[src/sv/alpha_map_stream_decoder_assert.svh]
// ============================================================================
// alpha_map_stream_decoder_assert.svh
// Assertion macros of the alpha map decoder top module.
// ============================================================================
`ifndef ALPHA_MAP_STREAM_DECODER_ASSERT_SVH
`define ALPHA_MAP_STREAM_DECODER_ASSERT_SVH

// Check that a condition implies a consequence in the same cycle
`define AMSD_ASSERT_IMP(label, clk, rst_n, cond, cons) \
    label: assert property (@(posedge clk) disable iff (!rst_n) (cond) |-> (cons)) \
        else $error("alpha map decoder: same-cycle check failed");

// Check that a condition implies a consequence in the next cycle
`define AMSD_ASSERT_NEXT(label, clk, rst_n, cond, cons) \
    label: assert property (@(posedge clk) disable iff (!rst_n) (cond) |=> (cons)) \
        else $error("alpha map decoder: next-cycle check failed");

`endif

[src/sv/amsd_pkg.sv]
// ============================================================================
// amsd_pkg
// Types, constants and tables of the alpha map stream decoder.
// ============================================================================
`default_nettype none

package amsd_pkg;

    // Map geometry
    localparam int MAP_SIDE   = 64;
    localparam int MAP_PIXELS = MAP_SIDE * MAP_SIDE;
    localparam int PC_W       = $clog2(MAP_PIXELS + 1);
    localparam int COL_W      = $clog2(MAP_SIDE);

    // Start of the second-to-last and of the last row
    localparam int ROW_LAST2_START = (MAP_SIDE - 2) * MAP_SIDE;
    localparam int ROW_LAST_START  = (MAP_SIDE - 1) * MAP_SIDE;

    // Line buffer: two banks split by column parity
    localparam int BANK_DEPTH = (MAP_SIDE + 1) / 2;
    localparam int BANK_AW    = $clog2(BANK_DEPTH);

    // Field widths
    localparam int PIX_W   = 8;
    localparam int INDEX_W = 12;
    localparam int RUN_W   = 7;
    localparam int FMT_W   = 2;

    localparam int RUN_MAX = 127;

    // Column-plus-run sum and its wrap table
    localparam int SUM_W     = $clog2(MAP_SIDE + RUN_MAX);
    localparam int MOD_DEPTH = 2 ** SUM_W;

    // Format codes (code 3 decodes as raw)
    localparam logic [FMT_W-1:0] FMT_PACKED = 2'd0;
    localparam logic [FMT_W-1:0] FMT_RAW    = 2'd1;
    localparam logic [FMT_W-1:0] FMT_RLE    = 2'd2;

    typedef logic [PC_W-1:0]    pcount_t;
    typedef logic [COL_W-1:0]   col_t;
    typedef logic [BANK_AW-1:0] bank_addr_t;
    typedef logic [PIX_W-1:0]   pix_t;
    typedef logic [RUN_W-1:0]   run_t;
    typedef logic [FMT_W-1:0]   fmt_t;

    // Run-length decoder phase
    typedef enum logic [2:0] {
        PH_CTRL = 3'b001,
        PH_FILL = 3'b010,
        PH_COPY = 3'b100
    } rle_phase_t;

    // One result waiting in the output stage
    typedef struct packed {
        pix_t                 value;
        logic [INDEX_W-1:0]   first_index;
        run_t                 run_length;
        logic                 last;
        logic                 done;
        logic                 use_ram;
        logic                 bank;
    } slot_t;

    // Line buffer request of one pixel
    typedef struct packed {
        logic       wr;
        logic       rd;
        logic       bank;
        bank_addr_t addr;
        pix_t       data;
    } lb_req_t;

    // Decoded request: results and line buffer accesses
    typedef struct packed {
        logic [1:0]          count;
        slot_t   [1:0]       slot;
        lb_req_t [1:0]       lb;
    } decode_t;

    typedef logic [MOD_DEPTH-1:0][COL_W-1:0] mod_table_t;

    // Column after a wrap: sum modulo the map side
    function automatic mod_table_t build_mod_table();
        mod_table_t t;
        for (int i = 0; i < MOD_DEPTH; i++)
        begin
            t[i] = COL_W'(i % MAP_SIDE);
        end
        return t;
    endfunction

    localparam mod_table_t MOD_TABLE = build_mod_table();

endpackage

`default_nettype wire

[src/sv/amsd_ifs.sv]
// ============================================================================
// amsd_ifs
// Valid/ready channels of the alpha map decoder: bytes, runs, format.
// ============================================================================
`default_nettype none

interface amsd_in_if;
    import amsd_pkg::*;
    logic valid;
    logic ready;
    pix_t data_byte;
    logic start_of_map;

    modport source (output valid, output data_byte, output start_of_map, input ready);
    modport sink   (input valid, input data_byte, input start_of_map, output ready);
endinterface

interface amsd_out_if;
    import amsd_pkg::*;
    logic               valid;
    logic               ready;
    pix_t               pixel_value;
    logic [INDEX_W-1:0] first_index;
    run_t               run_length;
    logic               last_of_item;
    logic               map_done;

    modport source (output valid, output pixel_value, output first_index,
                    output run_length, output last_of_item, output map_done,
                    input ready);
    modport sink   (input valid, input pixel_value, input first_index,
                    input run_length, input last_of_item, input map_done,
                    output ready);
endinterface

interface amsd_cfg_if;
    import amsd_pkg::*;
    logic valid;
    logic ready;
    fmt_t format;

    modport source (output valid, output format, input ready);
    modport sink   (input valid, input format, output ready);
endinterface

`default_nettype wire

[src/sv/amsd_ram.sv]
// ============================================================================
// amsd_ram
// Simple dual-port RAM: one write port, one read port with registered data.
// ============================================================================
`default_nettype none

module amsd_ram #(
    parameter int WIDTH = 8,
    parameter int DEPTH = 32
) (
    input  wire logic                     clk,
    input  wire logic                     we,
    input  wire logic [$clog2(DEPTH)-1:0] waddr,
    input  wire logic [WIDTH-1:0]         wdata,
    input  wire logic                     re,
    input  wire logic [$clog2(DEPTH)-1:0] raddr,
    output      logic [WIDTH-1:0]         rdata
);

    logic [WIDTH-1:0] mem_reg [DEPTH];
    logic [WIDTH-1:0] rdata_reg;

    // Write port
    always_ff @(posedge clk)
    begin
        if (we)
        begin
            mem_reg[waddr] <= wdata;
        end
    end

    // Read port, data held until the next read
    always_ff @(posedge clk)
    begin
        if (re)
        begin
            rdata_reg <= mem_reg[raddr];
        end
    end

    assign rdata = rdata_reg;

endmodule

`default_nettype wire

[src/sv/amsd_decode.sv]
// ============================================================================
// amsd_decode
// Decoder state and the per-byte decode into runs and line buffer accesses.
// ============================================================================
`default_nettype none

module amsd_decode (
    input  wire logic              clk,
    input  wire logic              rst_n,
    input  wire logic              accept,
    input  wire amsd_pkg::pix_t    data_byte,
    input  wire logic              start_of_map,
    input  wire amsd_pkg::fmt_t    format,
    output      amsd_pkg::decode_t dec
);
    import amsd_pkg::*;

    pcount_t    pc_reg, pc_next;
    col_t       col_reg, col_next;
    rle_phase_t phase_reg, phase_next;
    run_t       left_reg, left_next;

    pcount_t    pc_eff;
    col_t       col_eff;
    rle_phase_t phase_eff;
    run_t       left_eff;
    pcount_t    room;
    pcount_t    pc_one;
    col_t       col_one;
    run_t       fill_len;
    logic       packed_fmt;
    pix_t       pix0, pix1;
    logic       in_last2_0, in_last_0, in_last2_1, in_last_1;

    // Build one result slot
    function automatic slot_t make_slot(input pix_t v, input pcount_t first,
                                        input run_t len, input pcount_t space,
                                        input logic use_ram, input logic bank);
        slot_t s;
        s.value       = v;
        s.first_index = INDEX_W'(first);
        s.run_length  = len;
        s.last        = 1'b0;
        s.done        = (PC_W'(len) >= space);
        s.use_ram     = use_ram;
        s.bank        = bank;
        return s;
    endfunction

    // Advance a column by one
    function automatic col_t col_inc(input col_t c);
        return (c == COL_W'(MAP_SIDE - 1)) ? '0 : c + 1'b1;
    endfunction

    // Apply start of map ahead of the byte
    assign pc_eff    = start_of_map ? '0 : pc_reg;
    assign col_eff   = start_of_map ? '0 : col_reg;
    assign phase_eff = start_of_map ? PH_CTRL : phase_reg;
    assign left_eff  = start_of_map ? '0 : left_reg;

    assign room       = PC_W'(MAP_PIXELS) - pc_eff;
    assign pc_one     = pc_eff + 1'b1;
    assign col_one    = col_inc(col_eff);
    assign fill_len   = (PC_W'(left_eff) > room) ? RUN_W'(room) : left_eff;
    assign packed_fmt = (format == FMT_PACKED);

    // Pixel values of the uncompressed formats
    assign pix0 = packed_fmt ? {data_byte[3:0], data_byte[3:0]} : data_byte;
    assign pix1 = (col_one != COL_W'(MAP_SIDE - 1)) ? {data_byte[7:4], data_byte[7:4]}
                                                     : {data_byte[3:0], data_byte[3:0]};

    // Row position of the two pixels
    assign in_last2_0 = (pc_eff >= PC_W'(ROW_LAST2_START)) && (pc_eff < PC_W'(ROW_LAST_START));
    assign in_last_0  = (pc_eff >= PC_W'(ROW_LAST_START));
    assign in_last2_1 = (pc_one >= PC_W'(ROW_LAST2_START)) && (pc_one < PC_W'(ROW_LAST_START));
    assign in_last_1  = (pc_one >= PC_W'(ROW_LAST_START));

    // Decode one byte
    always_comb
    begin
        dec        = '0;
        pc_next    = pc_eff;
        col_next   = col_eff;
        phase_next = phase_eff;
        left_next  = left_eff;

        if (pc_eff < PC_W'(MAP_PIXELS))
        begin
            if (format == FMT_RLE)
            begin
                case (phase_eff)
                    PH_FILL:
                    begin
                        phase_next = PH_CTRL;
                        left_next  = '0;
                        if (left_eff != '0)
                        begin
                            dec.count   = 2'd1;
                            dec.slot[0] = make_slot(data_byte, pc_eff, fill_len, room,
                                                    1'b0, 1'b0);
                            dec.slot[0].last = 1'b1;
                            pc_next  = pc_eff + PC_W'(fill_len);
                            col_next = MOD_TABLE[SUM_W'(col_eff) + SUM_W'(fill_len)];
                        end
                    end
                    PH_COPY:
                    begin
                        dec.count   = 2'd1;
                        dec.slot[0] = make_slot(data_byte, pc_eff, RUN_W'(1), room,
                                                1'b0, 1'b0);
                        dec.slot[0].last = 1'b1;
                        pc_next   = pc_one;
                        col_next  = col_one;
                        left_next = left_eff - 1'b1;
                        if (left_eff == RUN_W'(1))
                        begin
                            phase_next = PH_CTRL;
                        end
                    end
                    default:
                    begin
                        // Control byte: fill flag and count
                        left_next = data_byte[6:0];
                        if (data_byte[7])
                        begin
                            phase_next = PH_FILL;
                        end
                        else if (data_byte[6:0] != '0)
                        begin
                            phase_next = PH_COPY;
                        end
                        else
                        begin
                            phase_next = PH_CTRL;
                        end
                    end
                endcase
            end
            else
            begin
                // First pixel of the byte
                dec.count   = 2'd1;
                dec.slot[0] = make_slot(pix0, pc_eff, RUN_W'(1), room, in_last_0,
                                        col_eff[0]);
                dec.lb[0].wr   = in_last2_0;
                dec.lb[0].rd   = in_last_0;
                dec.lb[0].bank = col_eff[0];
                dec.lb[0].addr = BANK_AW'(col_eff >> 1);
                dec.lb[0].data = pix0;
                pc_next  = pc_one;
                col_next = col_one;

                // Second pixel in packed format, unless the map ends
                if (packed_fmt && (pc_one < PC_W'(MAP_PIXELS)))
                begin
                    dec.count   = 2'd2;
                    dec.slot[1] = make_slot(pix1, pc_one, RUN_W'(1), room - 1'b1,
                                            in_last_1, col_one[0]);
                    dec.slot[1].last = 1'b1;
                    dec.lb[1].wr   = in_last2_1;
                    dec.lb[1].rd   = in_last_1;
                    dec.lb[1].bank = col_one[0];
                    dec.lb[1].addr = BANK_AW'(col_one >> 1);
                    dec.lb[1].data = pix1;
                    pc_next  = pc_one + 1'b1;
                    col_next = col_inc(col_one);
                end
                else
                begin
                    dec.slot[0].last = 1'b1;
                end
            end
        end
    end

    // Advance decoder state on each accepted byte
    always_ff @(posedge clk or negedge rst_n)
    begin
        if (!rst_n)
        begin
            pc_reg    <= '0;
            col_reg   <= '0;
            phase_reg <= PH_CTRL;
            left_reg  <= '0;
        end
        else if (accept)
        begin
            pc_reg    <= pc_next;
            col_reg   <= col_next;
            phase_reg <= phase_next;
            left_reg  <= left_next;
        end
    end

endmodule

`default_nettype wire

[src/sv/alpha_map_stream_decoder.sv]
// ============================================================================
// alpha_map_stream_decoder
// Decodes packed, raw or run-length alpha bytes into runs of a square map.
// ============================================================================
//
//  channel        role    payload
//  -------------  ------  ------------------------------------------------
//  alpha_stream   sink    data_byte, start_of_map
//  run_stream     source  pixel_value, first_index, run_length,
//                         last_of_item, map_done
//  cfg            sink    format (always ready)
//
//  A result appears in the cycle after its byte is accepted; the output stage
//  register also absorbs the line buffer read latency.
//  Raw and run-length formats take one byte per cycle while the run channel
//  does not stall; packed gives two runs per byte, handed out one per request.
//  A new byte is taken while the last run of the previous byte is handed out.
//  Reset clears the decoder state and the format; the line buffer needs none.
//
`default_nettype none

`include "alpha_map_stream_decoder_assert.svh"

module alpha_map_stream_decoder (
    input  wire logic  clk,
    input  wire logic  rst_n,
    amsd_in_if.sink    alpha_stream,
    amsd_out_if.source run_stream,
    amsd_cfg_if.sink   cfg
);
    import amsd_pkg::*;

    fmt_t       format_reg;
    decode_t    dec;
    slot_t [1:0] slot_reg;
    logic [1:0] cnt_reg;
    logic       pos_reg;

    slot_t      cur_slot;
    logic       in_fire;
    logic       out_fire;
    logic       drain_last;

    logic [1:0] bank_we;
    logic [1:0] bank_re;
    bank_addr_t bank_waddr [2];
    bank_addr_t bank_raddr [2];
    pix_t       bank_wdata [2];
    pix_t       bank_rdata [2];

    // Format register
    assign cfg.ready = 1'b1;

    always_ff @(posedge clk or negedge rst_n)
    begin
        if (!rst_n)
        begin
            format_reg <= FMT_PACKED;
        end
        else if (cfg.valid)
        begin
            format_reg <= cfg.format;
        end
    end

    // Handshakes
    assign cur_slot   = slot_reg[pos_reg];
    assign out_fire   = run_stream.valid && run_stream.ready;
    assign drain_last = out_fire && cur_slot.last;
    assign alpha_stream.ready = (cnt_reg == 2'd0) || drain_last;
    assign in_fire    = alpha_stream.valid && alpha_stream.ready;

    amsd_decode u_decode (
        .clk          (clk),
        .rst_n        (rst_n),
        .accept       (in_fire),
        .data_byte    (alpha_stream.data_byte),
        .start_of_map (alpha_stream.start_of_map),
        .format       (format_reg),
        .dec          (dec)
    );

    // Line buffer banks, split by column parity
    for (genvar b = 0; b < 2; b++)
    begin : g_bank
        logic hit_w0, hit_w1, hit_r0, hit_r1;

        assign hit_w0 = dec.lb[0].wr && (dec.lb[0].bank == 1'(b));
        assign hit_w1 = dec.lb[1].wr && (dec.lb[1].bank == 1'(b));
        assign hit_r0 = dec.lb[0].rd && (dec.lb[0].bank == 1'(b));
        assign hit_r1 = dec.lb[1].rd && (dec.lb[1].bank == 1'(b));

        assign bank_we[b]    = in_fire && (hit_w0 || hit_w1);
        assign bank_waddr[b] = hit_w0 ? dec.lb[0].addr : dec.lb[1].addr;
        assign bank_wdata[b] = hit_w0 ? dec.lb[0].data : dec.lb[1].data;
        assign bank_re[b]    = in_fire && (hit_r0 || hit_r1);
        assign bank_raddr[b] = hit_r0 ? dec.lb[0].addr : dec.lb[1].addr;

        amsd_ram #(
            .WIDTH (PIX_W),
            .DEPTH (BANK_DEPTH)
        ) u_ram (
            .clk   (clk),
            .we    (bank_we[b]),
            .waddr (bank_waddr[b]),
            .wdata (bank_wdata[b]),
            .re    (bank_re[b]),
            .raddr (bank_raddr[b]),
            .rdata (bank_rdata[b])
        );
    end

    // Output stage: load the runs of a byte, hand them out in order
    always_ff @(posedge clk or negedge rst_n)
    begin
        if (!rst_n)
        begin
            cnt_reg <= 2'd0;
            pos_reg <= 1'b0;
        end
        else if (in_fire && (dec.count != 2'd0))
        begin
            cnt_reg <= dec.count;
            pos_reg <= 1'b0;
        end
        else if (drain_last)
        begin
            cnt_reg <= 2'd0;
            pos_reg <= 1'b0;
        end
        else if (out_fire)
        begin
            pos_reg <= 1'b1;
        end
    end

    // Hold the run payload
    always_ff @(posedge clk)
    begin
        if (in_fire && (dec.count != 2'd0))
        begin
            slot_reg <= dec.slot;
        end
    end

    // Drive the run channel
    assign run_stream.valid        = (cnt_reg != 2'd0);
    assign run_stream.pixel_value  = cur_slot.use_ram ? bank_rdata[cur_slot.bank]
                                                      : cur_slot.value;
    assign run_stream.first_index  = cur_slot.first_index;
    assign run_stream.run_length   = cur_slot.run_length;
    assign run_stream.last_of_item = cur_slot.last;
    assign run_stream.map_done     = cur_slot.done;

    // Checks
    `AMSD_ASSERT_IMP(a_done_is_last, clk, rst_n, run_stream.valid && run_stream.map_done, run_stream.last_of_item)
    `AMSD_ASSERT_IMP(a_run_nonzero, clk, rst_n, run_stream.valid, run_stream.run_length != '0)
    `AMSD_ASSERT_IMP(a_accept_drained, clk, rst_n, in_fire && (cnt_reg != 2'd0), drain_last)
    `AMSD_ASSERT_IMP(a_one_write_per_bank, clk, rst_n, in_fire && dec.lb[0].wr && dec.lb[1].wr, dec.lb[0].bank != dec.lb[1].bank)
    `AMSD_ASSERT_IMP(a_one_read_per_bank, clk, rst_n, in_fire && dec.lb[0].rd && dec.lb[1].rd, dec.lb[0].bank != dec.lb[1].bank)
    `AMSD_ASSERT_NEXT(a_second_run_follows, clk, rst_n, out_fire && !cur_slot.last, run_stream.valid && pos_reg)

endmodule

`default_nettype wire

[src/flat_wrapper.sv]
// flat-port wrapper written by rule: the top's interface ports become plain ports
module alpha_map_stream_decoder_flat import amsd_pkg::*;
  (clk, rst_n, alpha_stream_valid, alpha_stream_data_byte, alpha_stream_start_of_map, alpha_stream_ready, run_stream_valid, run_stream_pixel_value, run_stream_first_index, run_stream_run_length, run_stream_last_of_item, run_stream_map_done, run_stream_ready, cfg_valid, cfg_format, cfg_ready);
  amsd_in_if alpha_stream_i ();
  amsd_out_if run_stream_i ();
  amsd_cfg_if cfg_i ();
  input  wire logic clk;
  input  wire logic rst_n;
  input wire logic [$bits(alpha_stream_i.valid)-1:0] alpha_stream_valid;
  input wire logic [$bits(alpha_stream_i.data_byte)-1:0] alpha_stream_data_byte;
  input wire logic [$bits(alpha_stream_i.start_of_map)-1:0] alpha_stream_start_of_map;
  output wire logic [$bits(alpha_stream_i.ready)-1:0] alpha_stream_ready;
  output wire logic [$bits(run_stream_i.valid)-1:0] run_stream_valid;
  output wire logic [$bits(run_stream_i.pixel_value)-1:0] run_stream_pixel_value;
  output wire logic [$bits(run_stream_i.first_index)-1:0] run_stream_first_index;
  output wire logic [$bits(run_stream_i.run_length)-1:0] run_stream_run_length;
  output wire logic [$bits(run_stream_i.last_of_item)-1:0] run_stream_last_of_item;
  output wire logic [$bits(run_stream_i.map_done)-1:0] run_stream_map_done;
  input wire logic [$bits(run_stream_i.ready)-1:0] run_stream_ready;
  input wire logic [$bits(cfg_i.valid)-1:0] cfg_valid;
  input wire logic [$bits(cfg_i.format)-1:0] cfg_format;
  output wire logic [$bits(cfg_i.ready)-1:0] cfg_ready;
  assign alpha_stream_i.valid = alpha_stream_valid;
  assign alpha_stream_i.data_byte = alpha_stream_data_byte;
  assign alpha_stream_i.start_of_map = alpha_stream_start_of_map;
  assign alpha_stream_ready = alpha_stream_i.ready;
  assign run_stream_valid = run_stream_i.valid;
  assign run_stream_pixel_value = run_stream_i.pixel_value;
  assign run_stream_first_index = run_stream_i.first_index;
  assign run_stream_run_length = run_stream_i.run_length;
  assign run_stream_last_of_item = run_stream_i.last_of_item;
  assign run_stream_map_done = run_stream_i.map_done;
  assign run_stream_i.ready = run_stream_ready;
  assign cfg_i.valid = cfg_valid;
  assign cfg_i.format = cfg_format;
  assign cfg_ready = cfg_i.ready;
  alpha_map_stream_decoder u_core (.clk(clk), .rst_n(rst_n), .alpha_stream(alpha_stream_i), .run_stream(run_stream_i), .cfg(cfg_i));
endmodule
[config.mk]
export PLATFORM = sky130hd
export DESIGN_NAME = alpha_map_stream_decoder_flat
export DESIGN_NICKNAME = d
export VERILOG_FILES = /design/src/sv/amsd_pkg.sv /design/src/sv/amsd_ifs.sv /design/src/sv/amsd_ram.sv /design/src/sv/amsd_decode.sv /design/src/sv/alpha_map_stream_decoder.sv /design/src/flat_wrapper.sv
export VERILOG_INCLUDE_DIRS = /design/src /design/src/sv
export SDC_FILE = /design/constraint.sdc
export NUM_CORES = 1
export LEC_CHECK = 0
export BUFFER_PORTS_ARGS = -buffer_cell sky130_fd_sc_hd__buf_4
export CAP_MARGIN = 25
export CORE_MARGIN = 2
export CORE_UTILIZATION = 55
export DETAILED_ROUTE_END_ITERATION = 8
export PLACE_DENSITY = 0.71
export SLEW_MARGIN = 5
export SYNTH_ARGS = -nofsm -noshare
export SYNTH_HDL_FRONTEND = slang
export SYNTH_HIERARCHICAL = 1
export SYNTH_SLANG_ARGS = --single-unit
[constraint.sdc]
create_clock -name clk -period 12.3 [get_ports clk]
set_input_delay 1.23 -clock clk [delete_from_list [all_inputs] [get_ports clk]]
set_output_delay 1.23 -clock clk [all_outputs]
set_load 0.005 [all_outputs]
== After elaboration in Yosys (flattened, before gate mapping) ==
Memory sizes are Yosys's and may differ from the RTL's. A register that Yosys moved wholly into a read port is not among the register bits.
Index checks and enable logic that the tools add are counted.

* Bits in registers: 96
* RAM bits: 512
* Memory bits (read-only): 1536
* Output and inout port bits: 32
* Memories kept: 3

{| class="wikitable"
|+ Memories
! name !! words !! bits a word !! rd ports !! clocked after Yosys merged registers in !! wr ports !! RTL line !! source
|-
| (name not given) || 256 || 6 || 1 || 0 || 0 || amsd_decode.sv:103 || <nowiki>col_next = MOD_TABLE[SUM_W'(col_eff) + SUM_W'(fill_len)];</nowiki>
|-
| u_core.g_bank[0].u_ram.mem_reg || 32 || 8 || 1 || 1 || 1 || amsd_ram.sv:20 || <nowiki>logic [WIDTH-1:0] mem_reg [DEPTH];</nowiki>
|-
| u_core.g_bank[1].u_ram.mem_reg || 32 || 8 || 1 || 1 || 1 || amsd_ram.sv:20 ||
|}

* Add/sub/neg operators: 9
* $lt $le $gt $ge: 15
* Eq/ne operators: 7
* Multiplexer cells: 62
* Bitwise operators: 5
* Reductions and logical operators: 35

{| class="wikitable"
|+ Operators with widths
! kind !! count
|-
| two-way mux 31 bit || 5
|-
| two-way mux 96 bit || 1
|-
| two-way mux 13 bit || 5
|-
| two-way mux 8 bit || 8
|-
| case mux 31 bit (2 select lines) || 1
|-
| >= comparator 13 x 12 -> 1 bit (second input constant) || 4
|-
| two-way mux 6 bit || 8
|-
| two-way mux 33 bit || 1
|-
| two-way mux 32 bit || 1
|-
| two-way mux 7 bit || 4
|-
| adder 13 x 1 -> 13 bit (second input constant) || 2
|-
| >= comparator 1 x 13 -> 1 bit (first input constant) || 2
|-
| < comparator 13 x 12 -> 1 bit (second input constant) || 2
|-
| < comparator 13 bit (second input constant) || 2
|-
| case mux 13 bit (2 select lines) || 1
|-
| two-way mux 5 bit || 4
|-
| logical AND 1 bit || 19
|-
| two-way mux 3 bit || 6
|-
| two-way mux 16 bit || 1
|-
| case mux 7 bit (2 select lines) || 1
|-
| nonzero test 7 bit || 2
|-
| adder 13 x 7 -> 13 bit || 1
|-
| >= comparator 7 x 13 -> 1 bit || 1
|-
| > comparator 7 x 13 -> 1 bit || 1
|-
| other kinds (28) || 50
|}

== Logic depth before layout (Yosys ltp) ==
Gate-level depths: netlist (run 1).

* Depth in word-level cells: 15
* Gate-level depth with buffers: 26

== By module ==
Netlist (run 1), hierarchy kept.

{| class="wikitable"
|+ Modules (own cells, without submodules)
! module !! times used !! cells an instance !! area each (um^2) !! seq. area each (um^2)
|-
| amsd_ram || 2 || 417 || 10133.5 || 7927.6
|-
| amsd_decode || 1 || 747 || 5117.4 || 726.9
|-
| alpha_map_stream_decoder || 1 || 189 || 3159.3 || 1986.9
|}

== Least setup slack after synthesis (run 1) ==
No wires, ideal clock.

* Path type: input to register
* Start: input alpha_stream_start_of_map
* End: register u_core/slot_reg[0] (netlist name), enable pin
* Data arrival time: 7.089 ns
* Data required time: 11.818 ns
* Setup slack: 4.729 ns
* Stages: 14
* Buffers on the path: 4
* Cells stage by stage: inv_1 -> clkbuf_1 -> buf_1 -> nand2_1 -> ha_1 -> or4b_2 -> or4_1 -> o31ai_1 -> o31ai_1 -> clkbuf_1 -> nor2_1 -> buf_4 -> o21ai_0 -> nor2_1

{| class="wikitable"
|+ RTL lines
! what !! RTL line !! source
|-
| start, declared || flat_wrapper.sv:11 || <nowiki>input wire logic [$bits(alpha_stream_i.start_of_map)-1:0] alpha_stream_start_of_map;</nowiki>
|-
| end signal, assigned || alpha_map_stream_decoder.sv:142 || <nowiki>slot_reg <= dec.slot;</nowiki>
|-
| end, declared || alpha_map_stream_decoder.sv:35 || <nowiki>slot_t [1:0] slot_reg;</nowiki>
|}

==> run metrics, run 1 <==
status=completed; Synth Area in Compound Gates=4.931%; CP Buf/Inv Count=4; Worst EP required=12,650 ps; clock buffer depth=3; synth unique cells=79; Final Setup Violations=0; Crit Path Class=input port to flip-flop; wire length per cell=27.72 µm; CTS tree=yes; H-tree Lvls=3; Max FO, Critical Path=43; Synth warnings=6; initial antenna violation count=0; Routed Antenna Nets=0; unrepaired setup endpoints after global routing=false; Clock Latency Late Sink=620 ps; Die Width=231.8 µm; setup_tns=0 ps; mux contribution to synthesized area=17.24%; Power per Cell Area=184.2 nW/µm²; CTS clk-pin slew, worst paths=60 ps; max FFs per register=512; leakage=10.34 nW; Yosys reg bits=624; hold path cells=2; Seq/Total Area, Yosys=65.06%; GRT overflow=0; first-pass GRT wire length=103,600 µm; total clock sinks=624; worst min path class=flip-flop to flip-flop; First-pass DRT Iterations=5; Final Hold Viols=0; CORE AREA=51,300 µm²; largest net degree at the start of global routing=65; hold path startpoint=u_core/u_decode/phase_reg[0]; fmax=0.1305 GHz; # hold bufs at CTS=0; Site Rows=83; crit path time final=7664 ps; top_reg_cell synth=edfxtp_1; r2r startpoint=u_core/u_decode/pc_reg[1]; n_diodes=0; vias in the first global route=16,040; Post-layout nets=1,848; vias per cell=6.538; Reg2Reg Depth=14; total CTS buffers=66; global-route usage over all layers=26.49%; largest family of logic cells by synthesized area=multiplexers; initial detailed-routing violation count=2,021; Worst R2R End=u_core/g_bank[1].u_ram/rdata[2]; hold endpoint=u_core/u_decode/phase_reg[0]; post-CTS setup buffer count=0; Tcrit/Tclk final=62.31%; I/O Buffers=46; R2R Setup Slk=5320 ps; drt drc=0; CP cell instances=buf_4, inv_1, nand2_1, ha_1, or4b_2, or4_1, o31ai_1, buf_4, nand2_1, nor3_1, nand2_1, mux2_4, buf_4, mux4_2, mux4_2, mux2_2; most frequent cells in the layout=edfxtp_1 (590), nor2_1 (178), mux4_2 (160), buf_4 (79), mux2_2 (75); CP delay by family, top=simple AND/OR/NAND/NOR gates; Initial Util=55.64%; Clock Skews=26.96 ps; Power Total=5.829 mW; syn_area_per_cell=16.13 µm²; fin. max-slew vios=0; I/O Pins=48; mapped cell area=28,540 µm²; vias=16,570; Simple-Gate Fraction of Synth Area=7.141%; layout cells sized above 1=24.38%; max-cap violation count=0; max incr delay on CP=750 ps; worst path arrival time=8020 ps; most common cell after layout, fill and taps aside=edfxtp_1; XOR/XNOR share of the synthesized area=1.644%; Layout area overhead=10.85%; peak supply drop=0.1235 mV; Final HPWL DP=45,140 µm; PostCTS Resize Cnt=0; CTS Root Cell=clkbuf_16; adder-cell share of the synthesized area=1.245%; area of the die=53,740 µm²; CP max-delay cell=buf_4; Post-synth EDFFs=590; Async S/R FF share, synth=5.449%; CP endpoint kind=flip-flop; worst slew pin tran=1117 ps; GPL Wtd Cong=0.9268; Die H=231.8 µm; crit start category=input port; synthesized instance count=1,770; final WL=70,250 µm; slew margin rel.=25.29%
power breakdown:
part / total [mW] / internal, mW / switching, mW / leakage (nW)
sequential: 2.59 / 2.45 / 0.141 / 5.86
combinational: 1.24 / 0.522 / 0.720 / 3.42
clock: 1.99 / 1.17 / 0.821 / 1.06
through the flow:
| step | cells | hold WS (ps) | cell area (µm²) | worst slack, ps | utilization, % |
|---|---|---|---|---|---|
| floorplan | 1775 | 494.8 | 28560 | 4729 | - |
| global placement | 2395 | 534.1 | 29280 | 4223 | 57.07 |
| detailed placement | 2404 | 545.9 | 29360 | 4040 | 57.24 |
| CTS | 2521 | 547.9 | 31540 | 4624 | 61.48 |
| global route | 2534 | 583.0 | 31640 | 4170 | 61.68 |
| finish | 2534 | 549.0 | 31640 | 4636 | 61.68 |
worst reg2reg max path: stages, from the launching register on:
cell and delay [ps]:
dfrtp_1 580, nand2_1 310, ha_1 510, or4b_2 740
or4_1 470, o31ai_1 220, buf_4 230, nand2_1 200
nor3_1 370, nand2_1 270, mux2_4 570, buf_4 780
mux4_2 610, mux4_2 540, mux2_2 300
worst max path at each step:
stage	start	endpoint	slack [ps]	cells past startpoint
2_1_floorplan	alpha_stream_start_of_map	u_core/slot_reg[0]	4730	14
3_3_place_gp	alpha_stream_start_of_map	u_core/g_bank[1].u_ram/rdata[2]	4220	16
3_5_place_dp	alpha_stream_start_of_map	u_core/g_bank[1].u_ram/rdata[2]	4040	16
4_1_cts	alpha_stream_start_of_map	u_core/g_bank[1].u_ram/rdata[2]	4620	16
5_1_grt	alpha_stream_start_of_map	u_core/g_bank[1].u_ram/rdata[2]	4170	16
6_report	alpha_stream_start_of_map	u_core/g_bank[1].u_ram/rdata[2]	4640	16
routing by layer:
layer | vias up | wire [µm] | track usage [%]
met1 | 8458 | 28320 | 36.91
met2 | 909 | 33620 | 42.52
met4 | 0 | 2388 | 9.495
li1 | 7044 | - | -
met3 | 157 | 5921 | 4.556
met5 | - | 0 | 0
synth_stat cells (6+ instances only):
cell type	number	area share, %
xnor2_1	32	0.98
a211oi_1	10	0.26
nand2b_1	14	0.31
nor2_1	179	2.4
or3b_2	9	0.28
nor2b_1	19	0.42
nand3_1	24	0.42
mux4_2	160	13
a21o_1	6	0.16
nor3b_1	6	0.16
a221oi_1	8	0.25
a31oi_1	11	0.24
o21ai_0	40	0.70
buf_4	40	1.1
nand4_1	8	0.18
inv_1	32	0.42
dfrtp_1	33	2.9
and3_1	9	0.20
mux2i_1	36	1.3
ha_1	26	1.1
nor3_1	24	0.42
and2_1	7	0.15
nand3b_1	13	0.34
buf_2	8	0.14
o221ai_1	6	0.18
a22oi_1	10	0.26
buf_1	16	0.21
edfxtp_1	590	62
xor2_1	19	0.58
nor4_1	10	0.22
nand2_1	74	0.97
clkbuf_1	55	0.72
a21oi_1	50	0.88
mux2_2	77	3.0
o22ai_1	13	0.28
logic make-up (layout without fill, tap and decap cells):
group / after synthesis / after routing
flops: 624 / 624
simple gates: 422 / 422
mux: 278 / 278
compound gates: 208 / 208
buf+inv: 156 / 235
xor+xnor: 52 / 52
fa+ha+maj: 28 / 28
other cells: 2 / 7
layout make-up:
type	count	area (µm²)
clock buffers	81	1708
clock inverters	36	467.9
fillers	3650	19660
inverters	33	123.9
multi-input cells	995	9260
flip-flops and latches	624	18570
well taps	680	850.8
repair buffers	85	661.9
Note: power is estimated with default switching activity, not from simulation.
==> inputs of run 2 (changes only) <==
==> constraint.sdc (replaced) <==
create_clock -name clk -period 7.8 [get_ports clk]
set_input_delay 0.78 -clock clk [delete_from_list [all_inputs] [get_ports clk]]
set_output_delay 0.78 -clock clk [all_outputs]
set_load 0.005 [all_outputs]
==> run 2 against run 1 <==
  * Clock skew increased by 4.4 ps
  * Routed wire length decreased by 1.6%
  * Clock-buffer cell count fell by 9
==> run metrics, run 2 (same netlist as run 1, synthesis figures left out) <==
Clock Latency Late Sink=630 ps; status=completed; first-pass GRT wire length=104,600 µm; max-cap violation count=0; end-of-flow core utilization=61.26%; CP Buf/Inv Count=4; total CTS buffers=60; post-CTS setup buffer count=0; worst min path class=input port to async pin; leakage=10.19 nW; Power per Cell Area=286.4 nW/µm²; Die Width=231.8 µm; initial antenna violation count=0; most frequent cells in the layout=edfxtp_1 (590), nor2_1 (178), mux4_2 (160), mux2_2 (75), nand2_1 (74); Tcrit/Tclk final=86.64%; drt drc=0; Max FO, Critical Path=22; clock buffer depth=3; fmax=0.1480 GHz; Final HPWL DP=46,200 µm; Site Rows=83; I/O Pins=48; Die H=231.8 µm; CTS tree=yes; slew margin rel.=26.44%; unrepaired setup endpoints after global routing=false; CP cell instances=nand2b_1, inv_1, ha_1, inv_1, ha_1, o22ai_1, a211o_1, o22a_1, a2111oi_4, buf_6, nor2_1, a21oi_1, inv_1, ha_1, a21o_1, a21oi_1, o21bai_1, a21oi_1, nor2_1, mux2i_1, mux2i_1, a21boi_1, o22a_1; PostCTS Resize Cnt=0; wire length per cell=27.42 µm; fin. max-slew vios=0; peak supply drop=0.2075 mV; layout cells sized above 1=23.90%; largest net degree at the start of global routing=65; global-route usage over all layers=26.35%; CTS clk-pin slew, worst paths=70 ps; CP max-delay cell=dfrtp_1; max FFs per register=512; vias=16,410; total clock sinks=624; Clock Skews=31.39 ps; R2R Setup Slk=1040 ps; Crit Path Class=flip-flop to flip-flop; setup_tns=0 ps; worst path arrival time=7280 ps; Routed Antenna Nets=0; Worst R2R End=u_core/u_decode/col_reg[5]; Final Setup Violations=0; GPL Wtd Cong=0.9242; H-tree Lvls=2; initial detailed-routing violation count=1,886; Initial Util=55.64%; Post-layout nets=1,833; I/O Buffers=46; final WL=69,160 µm; GRT overflow=0; CTS Root Cell=clkbuf_16; area of the die=53,740 µm²; First-pass DRT Iterations=5; Final Hold Viols=0; Reg2Reg Depth=23; worst slew pin tran=1076 ps; CORE AREA=51,300 µm²; # hold bufs at CTS=0; most common cell after layout, fill and taps aside=edfxtp_1; vias in the first global route=16,390; crit start category=flip-flop; CP endpoint kind=flip-flop; Worst EP required=8320 ps; Layout area overhead=10.11%; crit path time final=6758 ps; vias per cell=6.506; CP delay by family, top=compound AO/OA/AOI/OAI gates; r2r startpoint=u_core/u_decode/pc_reg[0]; max incr delay on CP=870 ps
## run 2: cell types whose count changed in the layout (fill, tap and decap cells not counted), sizes merged
cell	delta
bufinv	-1
clkbuf	-9
buf	-8
inv	-1
diode	+1
clkinvlp	+4
clkinv	+3
dlymetal6s2s	-1
## run 2: worst max-delay path by stage
| stage | startpoint | to | cells after the start |
|---|---|---|---|
| floorplan | alpha_stream_start_of_map | u_core/slot_reg[0] | 14 |
| global placement | alpha_stream_start_of_map | u_core/slot_reg[2] | 23 |
| detailed placement | alpha_stream_start_of_map | u_core/u_decode/col_reg[5] | 24 |
| CTS | u_core/u_decode/pc_reg[0] | u_core/u_decode/col_reg[5] | 22 |
| global route | u_core/u_decode/pc_reg[0] | u_core/slot_reg[2] | 22 |
| finish | u_core/u_decode/pc_reg[0] | u_core/u_decode/col_reg[5] | 23 |
## run 2: final cells by class
| cell class | count | area, µm² |
|---|---|---|
| diodes | 1 | 2.502 |
| multi-input cells | 995 | 9250 |
| clock inverters | 41 | 430.4 |
| flip-flops and latches | 624 | 18570 |
| inverters | 33 | 123.9 |
| well taps | 680 | 850.8 |
| fillers | 3731 | 19870 |
| clock buffers | 72 | 1578 |
| repair buffers | 76 | 624.3 |
## run 2: metrics by stage
stage	hold WS (ps)	power, mW	instances	worst slack [ps]	area (µm²)
3_5_place_dp	533.9	6.128	2405	383.4	29390
6_report	122.2	9.000	2522	1042	31430
2_1_floorplan	484.4	5.493	1775	678.6	28560
3_3_place_gp	523.8	6.105	2405	310.0	29390
5_1_grt	146.6	9.368	2521	681.8	31430
4_1_cts	116.9	9.031	2518	941.9	31400
## run 2: report_power, final
group	switching [mW]	internal, mW
clock network	1.22	1.68
registers	0.226	3.87
logic	1.16	0.838
total	2.61	6.39
## run 2: worst register-to-register path: stages, from the launching register on
cell       delay [ps]
dfrtp_1           870
nand2b_1          370
inv_1             430
ha_1              430
inv_1             300
ha_1              240
o22ai_1            80
a211o_1           300
o22a_1            220
a2111oi_4         610
buf_6             240
nor2_1             50
a21oi_1           520
inv_1             230
ha_1              330
a21o_1            190
a21oi_1           240
o21bai_1          100
a21oi_1           200
nor2_1             60
mux2i_1           190
mux2i_1           200
a21boi_1           70
o22a_1            160
## run 2: layer usage
| layer | vias to the layer above | wire length (µm) | GRT usage [%] |
|---|---|---|---|
| met5 | - | 0 | 0 |
| met4 | 0 | 2485 | 9.696 |
| met3 | 152 | 5374 | 3.856 |
| met2 | 790 | 32510 | 41.11 |
| met1 | 8453 | 28780 | 38.19 |
| li1 | 7012 | - | - |
==> inputs of run 3 (changes only) <==
--- a/config.mk
+++ b/config.mk
@@ -8,10 +8,12 @@
 export LEC_CHECK = 0
 export BUFFER_PORTS_ARGS = -buffer_cell sky130_fd_sc_hd__buf_4
 export CAP_MARGIN = 25
+export CELL_PAD_IN_SITES_DETAIL_PLACEMENT = 0
+export CELL_PAD_IN_SITES_GLOBAL_PLACEMENT = 2
 export CORE_MARGIN = 2
-export CORE_UTILIZATION = 55
+export CORE_UTILIZATION = 48
 export DETAILED_ROUTE_END_ITERATION = 8
-export PLACE_DENSITY = 0.71
+export PLACE_DENSITY_LB_ADDON = 0.1
 export SLEW_MARGIN = 5
 export SYNTH_ARGS = -nofsm -noshare
 export SYNTH_HDL_FRONTEND = slang
==> run 3 against run 2 <==
  * Die area grew 14%
  * Sequential share of layout area shrank 1.0 points
  * Sequential power shrank 1%
  * Critical path type is now input port to flip-flop
  * Highest routed layer unchanged
  * Clock skew shrank 9.1 ps
  * Combinational power grew 6%
  * Hold slack gained 47 ps
==> run metrics, run 3 (same netlist as run 1, synthesis figures left out) <==
status=completed; I/O Buffers=46; post-CTS setup buffer count=0; global-route usage over all layers=25.91%; Power per Cell Area=289.9 nW/µm²; PostCTS Resize Cnt=0; initial antenna violation count=2; most common cell after layout, fill and taps aside=edfxtp_1; area of the die=61,430 µm²; final WL=77,520 µm; placed cells=2,519; CORE AREA=58,910 µm²; wire length per cell=29.23 µm; Site Rows=89; CTS clk-pin slew, worst paths=60 ps; final setup margin=1476 ps; total CTS buffers=67; Die Width=247.9 µm; Clock Skews=22.31 ps; worst path arrival time=6810 ps; CTS tree=yes; leakage=10.46 nW; max-cap violation count=0; Worst R2R End=u_core/g_bank[1].u_ram/rdata[2]; Clock Latency Late Sink=620 ps; Initial Util=48.45%; H-tree Lvls=3; crit path time final=6324 ps; largest net degree at the start of global routing=65; Tcrit/Tclk final=81.07%; clock buffer depth=3; Min Hold Slack=169.6 ps; slew margin rel.=27.25%; Final HPWL DP=52,680 µm; Layout area overhead=12.06%; Final Setup Violations=0; Worst EP required=8290 ps; setup_tns=0 ps; vias in the first global route=16,420; Die H=247.9 µm; worst min path class=input port to async pin; Post-layout nets=1,874; CTS Root Cell=clkbuf_16; unrepaired setup endpoints after global routing=false; vias per cell=6.222; crit path to=u_core/u_decode/col_reg[5]; # hold bufs at CTS=0; layout cells sized above 1=24.92%; GPL Wtd Cong=0.8712; worst slew pin tran=1087 ps; Max FO, Critical Path=62; crit start category=input port; Power Total=9.274 mW; first-pass GRT wire length=114,200 µm; r2r startpoint=u_core/u_decode/pc_reg[1]; Place WS=1006 ps; GRT overflow=0; Routed Antenna Nets=0; fin. max-slew vios=0; Reg2Reg Depth=15; vias=16,500; CP endpoint kind=flip-flop; initial detailed-routing violation count=1,870; max FFs per register=512; drt drc=0; Final Hold Viols=0; First-pass DRT Iterations=9; Post-Layout Cell Count=2,652; I/O Pins=48; crit path from=alpha_stream_start_of_map; total clock sinks=624; peak supply drop=0.2834 mV; R2R Setup Slk=1590 ps; most frequent cells in the layout=edfxtp_1 (590), nor2_1 (177), mux4_2 (160), buf_4 (90), mux2_2 (75); fmax=0.1581 GHz; Crit Path Class=input port to flip-flop
==> run 3: cell count changes in the layout (fill, tap and decap cells not counted), sizes merged <==
cell / previous run / this run
clkinv: 28 / 17
dlymetal6s2s: 0 / 1
bufinv: 7 / 5
clkinvlp: 5 / 2
buf: 76 / 109
inv: 34 / 36
clkbuf: 72 / 89
==> run 3: through the flow <==
step / area (µm²) / util, %
floorplan: 28560 / -
global placement: 29530 / 50.13
detailed placement: 29690 / 50.40
CTS: 31840 / 54.05
global route: 31980 / 54.30
finish: 31990 / 54.30
==> run 3: critical path, cell delays in order <==
cell and delay, ps:
buf_4 90, buf_4 590, nand2b_1 290, inv_1 230, ha_1 560, inv_1 250, ha_1 350, nor2b_1 120
o21ai_0 100, o22a_1 270, a2111oi_4 340, buf_4 290, nor2_1 60, a21oi_1 400, inv_1 250, ha_1 340
a21o_1 180, a21oi_1 250, o21bai_1 110, a21oi_1 210, nor2_1 60, mux2i_1 200, mux2i_1 200, a21boi_1 80
o22a_1 170
==> run 3: final cells by class <==
class	count	area (µm²)
Multi-Input combinational cell	995	9246
Clock inverter	27	312.8
Fill cell	4698	26920
Clock buffer	89	1833
Sequential cell	624	18570
Timing Repair Buffer	110	932.1
Antenna cell	1	2.502
Tap cell	773	967.2
Inverter	33	123.9
==> run 3: worst min path at each step <==
| stage | startpoint | to | slack [ps] | cells past startpoint |
|---|---|---|---|---|
| final | rst_n | u_core/u_decode/pc_reg[0] | 170 | 1 |
| after global placement | u_core/u_decode/phase_reg[0] | u_core/u_decode/phase_reg[0] | 530 | 2 |
| after floorplan | rst_n | u_core/cnt_reg[0] | 480 | 0 |
| after detailed placement | u_core/u_decode/phase_reg[0] | u_core/u_decode/phase_reg[0] | 540 | 2 |
| after global routing | rst_n | u_core/u_decode/pc_reg[0] | 190 | 1 |
| after CTS | rst_n | u_core/u_decode/pc_reg[4] | 190 | 1 |
==> run 3: power by group <==
part	switching [mW]	internal, mW
logic	1.27	0.849
registers	0.159	3.87
clock network	1.29	1.83
==> run 3: layer usage <==
| metal | vias up | GRT usage, % | wire length, µm |
|---|---|---|---|
| met3 | 105 | 4.077 | 4320 |
| met4 | 0 | 8.330 | 1874 |
| met5 | - | 0 | 0 |
| met1 | 8667 | 36.75 | 33640 |
| met2 | 626 | 41.38 | 37690 |
| li1 | 7104 | - | - |
